File: config.mk
export PLATFORM = sky130hd
export DESIGN_NAME = cubic_bspline_segment_rasterizer_unit
export DESIGN_NICKNAME = d
export VERILOG_FILES = /design/src/hw/rtl/csbr_pkg.sv /design/src/hw/rtl/csbr_front.sv /design/src/hw/rtl/csbr_queue.sv /design/src/hw/rtl/csbr_back.sv /design/src/hw/rtl/cubic_bspline_segment_rasterizer_unit.sv
export SDC_FILE = /design/constraint.sdc
export NUM_CORES = 2
export LEC_CHECK = 0
export BUFFER_PORTS_ARGS = -buffer_cell sky130_fd_sc_hd__buf_2
export CORE_MARGIN = 2
export CORE_UTILIZATION = 39
export CTS_CLUSTER_DIAMETER = 60
export DETAILED_ROUTE_END_ITERATION = 10
export GPL_ROUTABILITY_DRIVEN = 0
export PLACE_DENSITY = 0.62
export SLEW_MARGIN = 10
export SYNTH_ARGS = -nofsm -noshare
export SYNTH_HDL_FRONTEND = slang
export SYNTH_HIERARCHICAL = 1
export SYNTH_SLANG_ARGS = --single-unit
File: constraint.sdc
create_clock -name clk -period 20.3 [get_ports clk]
set_clock_uncertainty 0.1 [all_clocks]
set_input_delay 2.03 -clock clk [delete_from_list [all_inputs] [get_ports clk]]
set_output_delay 2.03 -clock clk [all_outputs]
set_load 0.05 [all_outputs]
File: src/hw/rtl/csbr_pkg.sv
// csbr_pkg: shared constants for the b-spline segment rasteriser
// no dependencies; imported by every module of the block

package csbr_pkg;

  // t is held in q0.16
  localparam int T_BITS = 16;
  // sample count width, counts up to 64
  localparam int NW = 7;
  // width of the 65536 / n quotient
  localparam int QW = T_BITS + 1;
  // binary search start bit for the sample count
  localparam logic [2:0] SRCH_TOP = 3'd6;
  // depth of the segment queue between front and back
  localparam int QUEUE_DEPTH = 2;

endpackage

File: src/hw/rtl/csbr_front.sv
// csbr_front: point window, coefficients, sample count and t step set-up
// depends on csbr_pkg; feeds segment requests to csbr_queue

module csbr_front #(
  parameter int COORD_BITS = 12,
  parameter int MAX_SEGMENT_SAMPLES = 64,
  localparam int CW = COORD_BITS + 4,
  localparam int EW = 8 * CW + 2 * csbr_pkg::NW + csbr_pkg::QW
) (
  input  logic                         clk,
  input  logic                         rst_n,
  input  logic                         in_valid,
  output logic                         in_ready,
  input  logic signed [COORD_BITS-1:0] point_x,
  input  logic signed [COORD_BITS-1:0] point_y,
  output logic                         push_valid,
  input  logic                         push_ready,
  output logic [EW-1:0]                push_data
);
  import csbr_pkg::*;

  localparam int DW  = COORD_BITS + 1;
  localparam int D2W = 2 * COORD_BITS + 3;

  typedef enum logic [2:0] {
    F_IDLE, F_DIST, F_SRCH, F_DIV, F_PUSH
  } fstate_t;

  fstate_t                      state_r;
  logic signed [COORD_BITS-1:0] wx_r [4];
  logic signed [COORD_BITS-1:0] wy_r [4];
  logic [1:0]                   seen_r;
  logic [D2W-1:0]               d2_r;
  logic [NW-1:0]                n_r;
  logic [2:0]                   bit_r;
  logic signed [CW-1:0]         ax_r [4];
  logic signed [CW-1:0]         ay_r [4];
  logic [4:0]                   div_cnt_r;
  logic [NW-1:0]                rem_r;
  logic [QW-1:0]                quo_r;

  logic                         accept;
  logic signed [DW-1:0]         dx, dy;
  logic signed [2*DW-1:0]       dx2, dy2;
  logic [D2W-1:0]               d2_nxt;
  logic [NW-1:0]                cand, n_nxt;
  logic [2*NW-1:0]              cand_sq;
  logic                         cand_ok;
  logic [NW:0]                  rem_sh;
  logic                         rem_ge;
  logic signed [CW-1:0]         x0, x1, x2, x3, y0, y1, y2, y3;

  assign in_ready   = (state_r == F_IDLE);
  assign accept     = in_valid && in_ready;
  assign push_valid = (state_r == F_PUSH);
  assign push_data  = {rem_r, quo_r, n_r,
                       ay_r[3], ay_r[2], ay_r[1], ay_r[0],
                       ax_r[3], ax_r[2], ax_r[1], ax_r[0]};

  // squared distance between the two middle points
  always_comb begin
    dx     = DW'(wx_r[2]) - DW'(wx_r[1]);
    dy     = DW'(wy_r[2]) - DW'(wy_r[1]);
    dx2    = dx * dx;
    dy2    = dy * dy;
    d2_nxt = D2W'($unsigned(dx2)) + D2W'($unsigned(dy2));
  end

  // one bit of the integer square root per cycle
  always_comb begin
    cand    = n_r | (NW'(1) << bit_r);
    cand_sq = cand * cand;
    cand_ok = (cand <= NW'(MAX_SEGMENT_SAMPLES)) && (D2W'(cand_sq) <= d2_r);
    n_nxt   = cand_ok ? cand : n_r;
  end

  // restoring divide of 65536 by the sample count
  always_comb begin
    rem_sh = {rem_r, (div_cnt_r == 5'd16)};
    rem_ge = (rem_sh >= {1'b0, n_r});
  end

  // window points widened for the six-times-scaled coefficients
  always_comb begin
    x0 = CW'(wx_r[0]); x1 = CW'(wx_r[1]); x2 = CW'(wx_r[2]); x3 = CW'(wx_r[3]);
    y0 = CW'(wy_r[0]); y1 = CW'(wy_r[1]); y2 = CW'(wy_r[2]); y3 = CW'(wy_r[3]);
  end

  // state and registers
  always_ff @(posedge clk) begin
    if (!rst_n) begin
      state_r <= F_IDLE;
      seen_r  <= 2'd0;
      for (int i = 0; i < 4; i++) begin
        wx_r[i] <= '0;
        wy_r[i] <= '0;
      end
    end else begin
      case (state_r)
        F_IDLE: begin
          if (accept) begin
            for (int i = 0; i < 3; i++) begin
              wx_r[i] <= wx_r[i+1];
              wy_r[i] <= wy_r[i+1];
            end
            wx_r[3] <= point_x;
            wy_r[3] <= point_y;
            if (seen_r != 2'd2) begin
              seen_r <= seen_r + 2'd1;
            end else begin
              state_r <= F_DIST;
            end
          end
        end
        F_DIST: begin
          d2_r    <= d2_nxt;
          n_r     <= '0;
          bit_r   <= SRCH_TOP;
          ax_r[0] <= CW'(-x0 + 3 * x1 - 3 * x2 + x3);
          ax_r[1] <= CW'(3 * x0 - 6 * x1 + 3 * x2);
          ax_r[2] <= CW'(-3 * x0 + 3 * x2);
          ax_r[3] <= CW'(x0 + 4 * x1 + x2);
          ay_r[0] <= CW'(-y0 + 3 * y1 - 3 * y2 + y3);
          ay_r[1] <= CW'(3 * y0 - 6 * y1 + 3 * y2);
          ay_r[2] <= CW'(-3 * y0 + 3 * y2);
          ay_r[3] <= CW'(y0 + 4 * y1 + y2);
          state_r <= F_SRCH;
        end
        F_SRCH: begin
          n_r   <= n_nxt;
          bit_r <= bit_r - 3'd1;
          if (bit_r == 3'd0) begin
            div_cnt_r <= 5'd16;
            rem_r     <= '0;
            quo_r     <= '0;
            state_r   <= (n_nxt == '0) ? F_IDLE : F_DIV;
          end
        end
        F_DIV: begin
          rem_r     <= rem_ge ? NW'(rem_sh - {1'b0, n_r}) : NW'(rem_sh);
          quo_r     <= {quo_r[QW-2:0], rem_ge};
          div_cnt_r <= div_cnt_r - 5'd1;
          if (div_cnt_r == 5'd0) begin
            state_r <= F_PUSH;
          end
        end
        F_PUSH: begin
          if (push_ready) begin
            state_r <= F_IDLE;
          end
        end
        default: state_r <= F_IDLE;
      endcase
    end
  end

  // a pushed segment always has a sample count within the cap
  a_push_count: assert property (@(posedge clk) disable iff (!rst_n)
    push_valid |-> (n_r != '0 && n_r <= NW'(MAX_SEGMENT_SAMPLES)))
    else $error("segment pushed with bad sample count");

  // a segment is only closed once three points have been taken into the window
  a_dist_seen: assert property (@(posedge clk) disable iff (!rst_n)
    (state_r == F_DIST) |-> (seen_r == 2'd2))
    else $error("segment closed before window filled");

  // the remainder of the divide stays below the divisor
  a_rem_range: assert property (@(posedge clk) disable iff (!rst_n)
    (state_r == F_PUSH) |-> (rem_r < n_r))
    else $error("divide remainder out of range");

endmodule

File: src/hw/rtl/csbr_queue.sv
// csbr_queue: short segment queue between front and back
// depends on csbr_pkg for its depth

module csbr_queue #(
  parameter int EW = 94
) (
  input  logic          clk,
  input  logic          rst_n,
  input  logic          push_valid,
  output logic          push_ready,
  input  logic [EW-1:0] push_data,
  output logic          pop_valid,
  input  logic          pop_ready,
  output logic [EW-1:0] pop_data
);
  import csbr_pkg::*;

  localparam int PW = $clog2(QUEUE_DEPTH);
  localparam int CNTW = $clog2(QUEUE_DEPTH + 1);

  logic [EW-1:0]   mem_r [QUEUE_DEPTH];
  logic [PW-1:0]   wr_ptr_r, rd_ptr_r;
  logic [CNTW-1:0] count_r;
  logic            push, pop;

  assign push_ready = (count_r != CNTW'(QUEUE_DEPTH));
  assign pop_valid  = (count_r != '0);
  assign pop_data   = mem_r[rd_ptr_r];
  assign push       = push_valid && push_ready;
  assign pop        = pop_valid && pop_ready;

  // entry storage
  always_ff @(posedge clk) begin
    if (push) begin
      mem_r[wr_ptr_r] <= push_data;
    end
  end

  // pointers and fill count
  always_ff @(posedge clk) begin
    if (!rst_n) begin
      wr_ptr_r <= '0;
      rd_ptr_r <= '0;
      count_r  <= '0;
    end else begin
      if (push) begin
        wr_ptr_r <= (wr_ptr_r == PW'(QUEUE_DEPTH - 1)) ? '0 : wr_ptr_r + PW'(1);
      end
      if (pop) begin
        rd_ptr_r <= (rd_ptr_r == PW'(QUEUE_DEPTH - 1)) ? '0 : rd_ptr_r + PW'(1);
      end
      if (push && !pop) begin
        count_r <= count_r + CNTW'(1);
      end else if (pop && !push) begin
        count_r <= count_r - CNTW'(1);
      end
    end
  end

  // fill count never passes the depth
  a_count_max: assert property (@(posedge clk) disable iff (!rst_n)
    count_r <= CNTW'(QUEUE_DEPTH))
    else $error("queue overfilled");

  // pointers agree with the fill count when empty
  a_empty_ptrs: assert property (@(posedge clk) disable iff (!rst_n)
    (count_r == '0) |-> (wr_ptr_r == rd_ptr_r))
    else $error("queue pointers disagree when empty");

  // a pop without a push lowers the fill count by one
  a_pop_count: assert property (@(posedge clk) disable iff (!rst_n)
    (pop && !push) |=> (count_r == $past(count_r) - CNTW'(1)))
    else $error("queue count not decremented on pop");

endmodule

File: src/hw/rtl/csbr_back.sv
// csbr_back: horner evaluation of each segment, one sample at a time
// depends on csbr_pkg; takes segment requests from csbr_queue

module csbr_back #(
  parameter int COORD_BITS = 12,
  localparam int CW = COORD_BITS + 4,
  localparam int EW = 8 * CW + 2 * csbr_pkg::NW + csbr_pkg::QW
) (
  input  logic                         clk,
  input  logic                         rst_n,
  input  logic                         pop_valid,
  output logic                         pop_ready,
  input  logic [EW-1:0]                pop_data,
  output logic                         out_valid,
  input  logic                         out_ready,
  output logic signed [COORD_BITS-1:0] sample_x,
  output logic signed [COORD_BITS-1:0] sample_y,
  output logic                         segment_last
);
  import csbr_pkg::*;

  localparam int UW = COORD_BITS + 6;
  localparam int PW = UW + T_BITS + 1;
  localparam int KD = UW + 3;
  localparam int MD = (2 ** KD + 5) / 6;
  localparam logic [UW:0] M6 = (UW + 1)'(MD);
  localparam logic signed [UW-1:0] LO_W = -(UW'(2 ** (COORD_BITS - 1)));
  localparam logic signed [UW-1:0] HI_W = UW'(2 ** (COORD_BITS - 1) - 1);
  localparam int OFF_N = 8 * CW;

  typedef enum logic [2:0] {
    B_IDLE, B_H1, B_H2, B_H3, B_DIV, B_EMIT
  } bstate_t;

  bstate_t                      state_r;
  logic signed [CW-1:0]         ax_r [4];
  logic signed [CW-1:0]         ay_r [4];
  logic [NW-1:0]                n_r, rn_r, r_r, j_r;
  logic [QW-1:0]                qn_r, t_r;
  logic signed [UW-1:0]         ux_r, uy_r, qx_r, qy_r;
  logic                         out_valid_r, last_r;
  logic signed [COORD_BITS-1:0] sx_r, sy_r;

  logic signed [UW-1:0]         ux_src, uy_src, cx, cy, ux_nxt, uy_nxt;
  logic signed [T_BITS:0]       tt;
  logic signed [PW-1:0]         mx, my;
  logic [UW-1:0]                abs_x, abs_y, qa_x, qa_y;
  logic [2*UW:0]                px, py;
  logic signed [UW-1:0]         satx, saty;
  logic                         emit, last;
  logic [NW:0]                  r_sum;
  logic                         r_wrap;

  assign pop_ready    = (state_r == B_IDLE);
  assign out_valid    = out_valid_r;
  assign sample_x     = sx_r;
  assign sample_y     = sy_r;
  assign segment_last = last_r;
  assign emit         = (state_r == B_EMIT) && (!out_valid_r || out_ready);
  assign last         = (j_r == n_r - NW'(1));

  // one horner step per axis: u = c + floor(u * t / 65536)
  always_comb begin
    tt     = $signed({1'b0, t_r[T_BITS-1:0]});
    ux_src = (state_r == B_H1) ? UW'(ax_r[0]) : ux_r;
    uy_src = (state_r == B_H1) ? UW'(ay_r[0]) : uy_r;
    case (state_r)
      B_H1:    begin cx = UW'(ax_r[1]); cy = UW'(ay_r[1]); end
      B_H2:    begin cx = UW'(ax_r[2]); cy = UW'(ay_r[2]); end
      default: begin cx = UW'(ax_r[3]); cy = UW'(ay_r[3]); end
    endcase
    mx     = ux_src * tt;
    my     = uy_src * tt;
    ux_nxt = cx + mx[UW+T_BITS-1:T_BITS];
    uy_nxt = cy + my[UW+T_BITS-1:T_BITS];
  end

  // divide by six toward zero via reciprocal multiply
  always_comb begin
    abs_x = ux_r[UW-1] ? UW'(-ux_r) : UW'(ux_r);
    abs_y = uy_r[UW-1] ? UW'(-uy_r) : UW'(uy_r);
    px    = abs_x * M6;
    py    = abs_y * M6;
    qa_x  = UW'(px[2*UW:KD]);
    qa_y  = UW'(py[2*UW:KD]);
  end

  // clamp to the coordinate range
  always_comb begin
    satx = (qx_r < LO_W) ? LO_W : ((qx_r > HI_W) ? HI_W : qx_r);
    saty = (qy_r < LO_W) ? LO_W : ((qy_r > HI_W) ? HI_W : qy_r);
  end

  // next t from the quotient and remainder of 65536 / n
  always_comb begin
    r_sum  = {1'b0, r_r} + {1'b0, rn_r};
    r_wrap = (r_sum >= {1'b0, n_r});
  end

  // state and registers
  always_ff @(posedge clk) begin
    if (!rst_n) begin
      state_r     <= B_IDLE;
      out_valid_r <= 1'b0;
    end else begin
      if (emit) begin
        out_valid_r <= 1'b1;
      end else if (out_valid_r && out_ready) begin
        out_valid_r <= 1'b0;
      end
      case (state_r)
        B_IDLE: begin
          if (pop_valid) begin
            for (int i = 0; i < 4; i++) begin
              ax_r[i] <= pop_data[i*CW +: CW];
              ay_r[i] <= pop_data[(i+4)*CW +: CW];
            end
            n_r     <= pop_data[OFF_N +: NW];
            qn_r    <= pop_data[OFF_N+NW +: QW];
            rn_r    <= pop_data[OFF_N+NW+QW +: NW];
            j_r     <= '0;
            t_r     <= '0;
            r_r     <= '0;
            state_r <= B_H1;
          end
        end
        B_H1, B_H2, B_H3: begin
          ux_r    <= ux_nxt;
          uy_r    <= uy_nxt;
          state_r <= (state_r == B_H1) ? B_H2 : ((state_r == B_H2) ? B_H3 : B_DIV);
        end
        B_DIV: begin
          qx_r    <= ux_r[UW-1] ? -$signed(qa_x) : $signed(qa_x);
          qy_r    <= uy_r[UW-1] ? -$signed(qa_y) : $signed(qa_y);
          state_r <= B_EMIT;
        end
        B_EMIT: begin
          if (emit) begin
            sx_r        <= satx[COORD_BITS-1:0];
            sy_r        <= saty[COORD_BITS-1:0];
            last_r      <= last;
            j_r         <= j_r + NW'(1);
            r_r         <= r_wrap ? NW'(r_sum - {1'b0, n_r}) : NW'(r_sum);
            t_r         <= t_r + qn_r + QW'(r_wrap);
            state_r     <= last ? B_IDLE : B_H1;
          end
        end
        default: state_r <= B_IDLE;
      endcase
    end
  end

  // sample index stays inside the segment while busy
  a_index_range: assert property (@(posedge clk) disable iff (!rst_n)
    (state_r != B_IDLE) |-> (j_r < n_r))
    else $error("sample index past segment end");

  // t stays below one while a segment is evaluated
  a_t_range: assert property (@(posedge clk) disable iff (!rst_n)
    (state_r == B_H1) |-> (t_r[QW-1] == 1'b0))
    else $error("t overflowed q0.16");

  // a last sample always returns the back end to idle
  a_last_idle: assert property (@(posedge clk) disable iff (!rst_n)
    (emit && last) |=> (state_r == B_IDLE))
    else $error("back end busy after last sample");

endmodule

File: src/hw/rtl/cubic_bspline_segment_rasterizer_unit.sv
// cubic_bspline_segment_rasterizer_unit: top level of the b-spline rasteriser
// depends on csbr_pkg, csbr_front, csbr_queue and csbr_back
//
// channel | dir | tdata (low bit up)        | tlast
// in_     | in  | point_x, point_y          | -
// out_    | out | sample_x, sample_y        | segment_last
//
// a point is shifted into the window; a closing point then goes through
// the front (distance, 7-step square root, 17-step divide, push).
// each sample goes through the back (three horner multiplies, the
// divide by six, the output register, which can stall on out_tready);
// a segment is taken from the queue only while the back is idle.
// reset is synchronous and active low and clears the window to zeros.
// the two-entry queue lets the front prepare the next segment while the
// back is stalled on out_tready.

module cubic_bspline_segment_rasterizer_unit #(
  parameter int COORD_BITS = 12,
  parameter int MAX_SEGMENT_SAMPLES = 64,
  localparam int DBW = ((2 * COORD_BITS + 7) / 8) * 8
) (
  input  logic           clk,
  input  logic           rst_n,
  input  logic           in_tvalid,
  output logic           in_tready,
  input  logic [DBW-1:0] in_tdata,   // point_x, point_y
  output logic           out_tvalid,
  input  logic           out_tready,
  output logic [DBW-1:0] out_tdata,  // sample_x, sample_y
  output logic           out_tlast
);
  import csbr_pkg::*;

  localparam int CW = COORD_BITS + 4;
  localparam int EW = 8 * CW + 2 * NW + QW;

  logic                         push_valid, push_ready, pop_valid, pop_ready;
  logic [EW-1:0]                push_data, pop_data;
  logic signed [COORD_BITS-1:0] sample_x, sample_y;

  // front: window, coefficients and segment set-up
  csbr_front #(
    .COORD_BITS          (COORD_BITS),
    .MAX_SEGMENT_SAMPLES (MAX_SEGMENT_SAMPLES)
  ) u_front (
    .clk        (clk),
    .rst_n      (rst_n),
    .in_valid   (in_tvalid),
    .in_ready   (in_tready),
    .point_x    ($signed(in_tdata[COORD_BITS-1:0])),
    .point_y    ($signed(in_tdata[2*COORD_BITS-1:COORD_BITS])),
    .push_valid (push_valid),
    .push_ready (push_ready),
    .push_data  (push_data)
  );

  // segment queue
  csbr_queue #(
    .EW (EW)
  ) u_queue (
    .clk        (clk),
    .rst_n      (rst_n),
    .push_valid (push_valid),
    .push_ready (push_ready),
    .push_data  (push_data),
    .pop_valid  (pop_valid),
    .pop_ready  (pop_ready),
    .pop_data   (pop_data)
  );

  // back: per-sample evaluation
  csbr_back #(
    .COORD_BITS (COORD_BITS)
  ) u_back (
    .clk          (clk),
    .rst_n        (rst_n),
    .pop_valid    (pop_valid),
    .pop_ready    (pop_ready),
    .pop_data     (pop_data),
    .out_valid    (out_tvalid),
    .out_ready    (out_tready),
    .sample_x     (sample_x),
    .sample_y     (sample_y),
    .segment_last (out_tlast)
  );

  // pack the output sample
  assign out_tdata = DBW'({sample_y, sample_x});

endmodule

# ---- Word level (Yosys, flattened, before mapping)
# Memory sizes are Yosys's and may differ from the RTL's. A register that Yosys moved wholly into a read port is not among the register bits.
# Index checks and enable logic that the tools add are counted.
# Widths: inputs -> output; s select.
dict set report totals {
  word_cells 238
  input_bits 28
  mem_count 7
  ff_bits 238
  ramBits 670
}
# name words width read_ports rd_ports_with_merged_regs write_ports line_no
set memory_table {}
lappend memory_table {u_queue.mem_r 2 159 1 1 1 csbr_queue.sv:21} ;# logic [EW-1:0] mem_r [QUEUE_DEPTH];
lappend memory_table {u_back.ax_r 4 16 4 0 4 csbr_back.sv:36} ;# logic signed [CW-1:0] ax_r [4];
lappend memory_table {u_back.ay_r 4 16 4 0 4 csbr_back.sv:37} ;# logic signed [CW-1:0] ay_r [4];
lappend memory_table {u_front.ax_r 4 16 4 0 4 csbr_front.sv:36} ;# logic signed [CW-1:0] ax_r [4];
lappend memory_table {u_front.ay_r 4 16 4 0 4 csbr_front.sv:37} ;# logic signed [CW-1:0] ay_r [4];
lappend memory_table {u_front.wx_r 4 12 4 0 4 csbr_front.sv:30} ;# logic signed [COORD_BITS-1:0] wx_r [4];
lappend memory_table {{1 more memories} - - - - - -}
dict set report op_classes {
  n_addsub 41
  n_eq_ne 20
  shifts 1
  n_mul 17
  reduce_logical 35
  magnitude_cmp 8
  muxes 72
  n_bitwise 9
}
# operator count
set ops {}
lappend ops {{$mul 3x12->15 const A} 10}
lappend ops {{$mux 12} 10}
lappend ops {{$add 16x16->16} 6}
lappend ops {{$mul 18x18->36 const B} 2}
lappend ops {{$mux 18} 4}
lappend ops {{$pmux 18 s2} 2}
lappend ops {{$mul 18x17->34} 2}
lappend ops {{$pmux 17 s2} 2}
lappend ops {{$sub 16x16->16} 4}
lappend ops {{$pmux 7 s2} 4}
lappend ops {{$mul 13x13->26} 2}
lappend ops {{$mux 17} 3}
lappend ops {{$mux 7} 7}
lappend ops {{$add 18x18->18} 2}
lappend ops {{$gt 18x12->1 const B} 2}
lappend ops {{$lt 18x12->1 const B} 2}
lappend ops {{$neg 16->18} 2}
lappend ops {{$neg 18->18} 2}
lappend ops {{$add 15x12->16} 2}
lappend ops {{$add 16x12->16} 2}
lappend ops {{$mux 16} 2}
lappend ops {{$neg 12->16} 2}
lappend ops {{$add 12x14->15} 2}
lappend ops {{$add 26x26->27} 1}
lappend ops {{46 further kinds} 124}

# ---- Logic depth before layout (Yosys ltp)
dict set report depth {
  word_depth 10
  depth_mapped 41
}

# ---- Hierarchy
# The synthesis kept the hierarchy.
# module area_each_um2 cells_each instances
set by_module_without_submodules {}
lappend by_module_without_submodules {csbr_back 46704.8 4704 1}
lappend by_module_without_submodules {csbr_front 38323.0 3779 1}
lappend by_module_without_submodules {csbr_queue 12139.1 519 1}

# ---- Least setup slack after synthesis
# Ideal clock, no wire load.
dict set report synth_timing {
  path_kind {input -> register}
  startpoint {input rst_n}
  endpoint {memory u_back/ax_r[0][0] (netlist bit) (enable)}
  t_arrival_ns 15.190
  path_slack_ns 4.037
  required_time_ns 19.227
  setup_ns 0.973
  stages 2
  path_cell_list {nand2b_1 nor4b_1}
}
# item line_no
set synth_lines {}
lappend synth_lines {{start: declaration} cubic_bspline_segment_rasterizer_unit.sv:23} ;# input logic rst_n,
lappend synth_lines {{end: declaration} csbr_back.sv:36}

# ---- Final worst setup path
dict set report layout_timing {
  startpoint {register u_back.state_r[0]}
  endpoint {register u_back.ux_r[16], data pin}
}
dict set report layout_between {
  elab_chain_len 4
  word_cells_on_any_way 6
  classes_between {add/sub: 1; mul: 1; eq/ne: 2; mux: 2}
}
# item line_no
set layout_rtl {}
lappend layout_rtl {{start: declaration} csbr_back.sv:35} ;# bstate_t state_r;
lappend layout_rtl {{start signal: assignment} csbr_back.sv:130} ;# state_r <= (state_r == B_H1) ? B_H2 : ((state_r == B_H2) ? B_H3 : B_DIV);
lappend layout_rtl {{start signal: assignment} csbr_back.sv:145} ;# state_r <= last ? B_IDLE : B_H1;
lappend layout_rtl {{$eq 3x1->1} {csbr_back.sv:65, csbr_back.sv:67}}
lappend layout_rtl {{$mux 18} csbr_back.sv:65} ;# ux_src = (state_r == B_H1) ? UW'(ax_r[0]) : ux_r;
lappend layout_rtl {{$mul 18x17->34} csbr_back.sv:72} ;# mx = ux_src * tt;
lappend layout_rtl {{$add 18x18->18 (*)} csbr_back.sv:74} ;# ux_nxt = cx + mx[UW+T_BITS-1:T_BITS];
lappend layout_rtl {{net u_back.ux_nxt[16]} csbr_back.sv:44} ;# logic signed [UW-1:0] ux_src, uy_src, cx, cy, ux_nxt, uy_nxt;
lappend layout_rtl {{end signal: assignment} csbr_back.sv:128} ;# ux_r <= ux_nxt;
lappend layout_rtl {{end: declaration} csbr_back.sv:40} ;# logic signed [UW-1:0] ux_r, uy_r, qx_r, qy_r;
# Mark *: on every way through the listed nets, which the timed path passes. The rest lies on a longest branch.
# A chain may end at the register's enable or synchronous reset.

==> out/metrics.cfg <==
[run_status]
status = finished, final reports clean

[critical_path]
path_max_fanout = 32
critical_path_class = register to register
slowest_stage = dfxtp_1
max_stage_delay_ns = 0.64
cp_common_cell = fa_1
worstPathRequired_ns = 20.69
start_kind = register
cp-end-kind = register
cp.arrival_ns = 10.75

[global_route]
grt_use_met1_pct = 23.4
grt_use_met2_pct = 29.4
overflow = 0
busiest_layer = met2
grt_max_degree = 152
antenna_found_initial = 3
use_met3_pct = 2.11
grt_pass1_wl_um = 354000
grt_pass1_vias = 66500
track_usage_pct = 17.4

[place]
dpl_cell_area_um2 = 101000
post-place-ws_ns = 10.03
numPortBuffers = 54
post-dp-hpwl_um = 171000

[die]
core_um2 = 248000
die_x_um = 503
initial_core_util_pct = 39.1
ios = 55
die_h_um = 503
rows = 183
die_area_um2 = 253000

[drt]
wire_per_inst_um = 17.2
drtPass1Iterations = 6
wl_um = 214000
ant_nets = 0
drt_iter0_markers = 3481
vias_per_cell = 4.95
vias = 61600
drc = 0

[synth]
syn_area_um2 = 97100
yosys_warnings = 6
synth.avg_cell_area_um2 = 10.8
synthCells = 8997

[cts]
clockBufferDepth = 3
cts_inserted_buffers = 107
post_cts_buffers = 0
hold_buffers = 0
clk_pin_slew_ns = 0.06
h-tree-depth = 3
cts.sinks = 900
worstSkewPairLatency_ns = 0.76
tritoncts = built
ctsResizeCount = 0
cts-root-buf = clkbuf_16

[final_layout]
finish.instance_area_um2 = 105000
nNetsFinal = 11400
final_common_cell = inv_1
final_cell_mix = inv_1, fa_1, ha_1
syn2layout_area_growth_pct = 7.87
drive_above_1_share_pct = 6.04

[timing]
worst-slew-pin-transition_ns = 1.23
setup_viol = 0
post-route-period-util_pct = 51.1
max_slew_margin_pct = 18.0
fmax_mhz = 96.5
min_period_ns = 10.36
layout_setup_ws_ns = 9.94
rsz0062_at_grt = false
finalMaxSlewViolations = 0
hold_viol = 0
fin_setup_tns_ns = 0

[min_path]
min-delay-path-class = register to register

[run]
cap_violations = 0

-- worst max-delay path, delay by kind of cell, from the launching register on --
kind            cells  cell delay [ns]
xor+xnor            2             0.27
flops               1             0.64
simple gates       11             2.82
fa+ha+maj           8             3.67
compound gates     10             2.12
buf+inv             5             0.45
-- through the flow --
step	util [%]	cells	hold WS, ns
6_report	42.2	12400	0.311
5_1_grt	42.2	12400	0.302
4_1_cts	42.2	12400	0.296
3_5_place_dp	40.8	12200	0.330
3_3_place_gp	40.8	12200	0.323
2_1_floorplan	-	8998	0.321
-- layer usage --
layer  wire length [um]  vias up  share of wire, %
li1                   -    29100                 -
met1              95300    30900                44
met2             103000     1257                48
met3               9460      318               4.4
met4               6110        0               2.8
met5                  0        -                 0
-- registers in the layout, indices dropped and copies added (netlist names), 12 cells and up, named ones only --
signal,flops
u_back/ay_r,64
u_back/qn_r,16
u_front/quo_r,16
u_back/qy_r,18
u_back/t_r,16
u_front/ax_r,62
u_back/sample_x,12
u_back/qx_r,18
u_queue/mem_r,316
u_back/ux_r,18
u_back/ax_r,64
u_back/sample_y,12
u_front/wy_r,48
u_front/d2_r,27
u_back/uy_r,18
u_front/ay_r,62
u_front/wx_r,48
-- final cells by class --
type	instances	area [um^2]
well taps	3330	4170
clock inverters	70	746
inverters	1884	7080
repair buffers	117	756
diodes	2	5.00
fillers	23300	143000
flip-flops and latches	900	26900
multi-input cells	6009	62300
clock buffers	125	2770
-- worst paths after layout --
path                                                      from  depth (start not counted)  slack, ns                             end
worst min-delay path              u_front/ax_r[2][1]$_DFFE_PP_                          0       0.31  u_queue/mem_r[0][33]$_DFFE_PP_
worst min register to register    u_front/ax_r[2][1]$_DFFE_PP_                          0       0.31  u_queue/mem_r[0][33]$_DFFE_PP_
worst max register to register  u_back/state_r[0]$_SDFFE_PN0P_                         36       9.94       u_back/ux_r[16]$_DFFE_PP_
worst max-delay path            u_back/state_r[0]$_SDFFE_PN0P_                         36       9.94       u_back/ux_r[16]$_DFFE_PP_
Power is left out: the tool's default activity adds up to more than one toggle a clock period on the data nets, which glitch-free logic cannot reach.
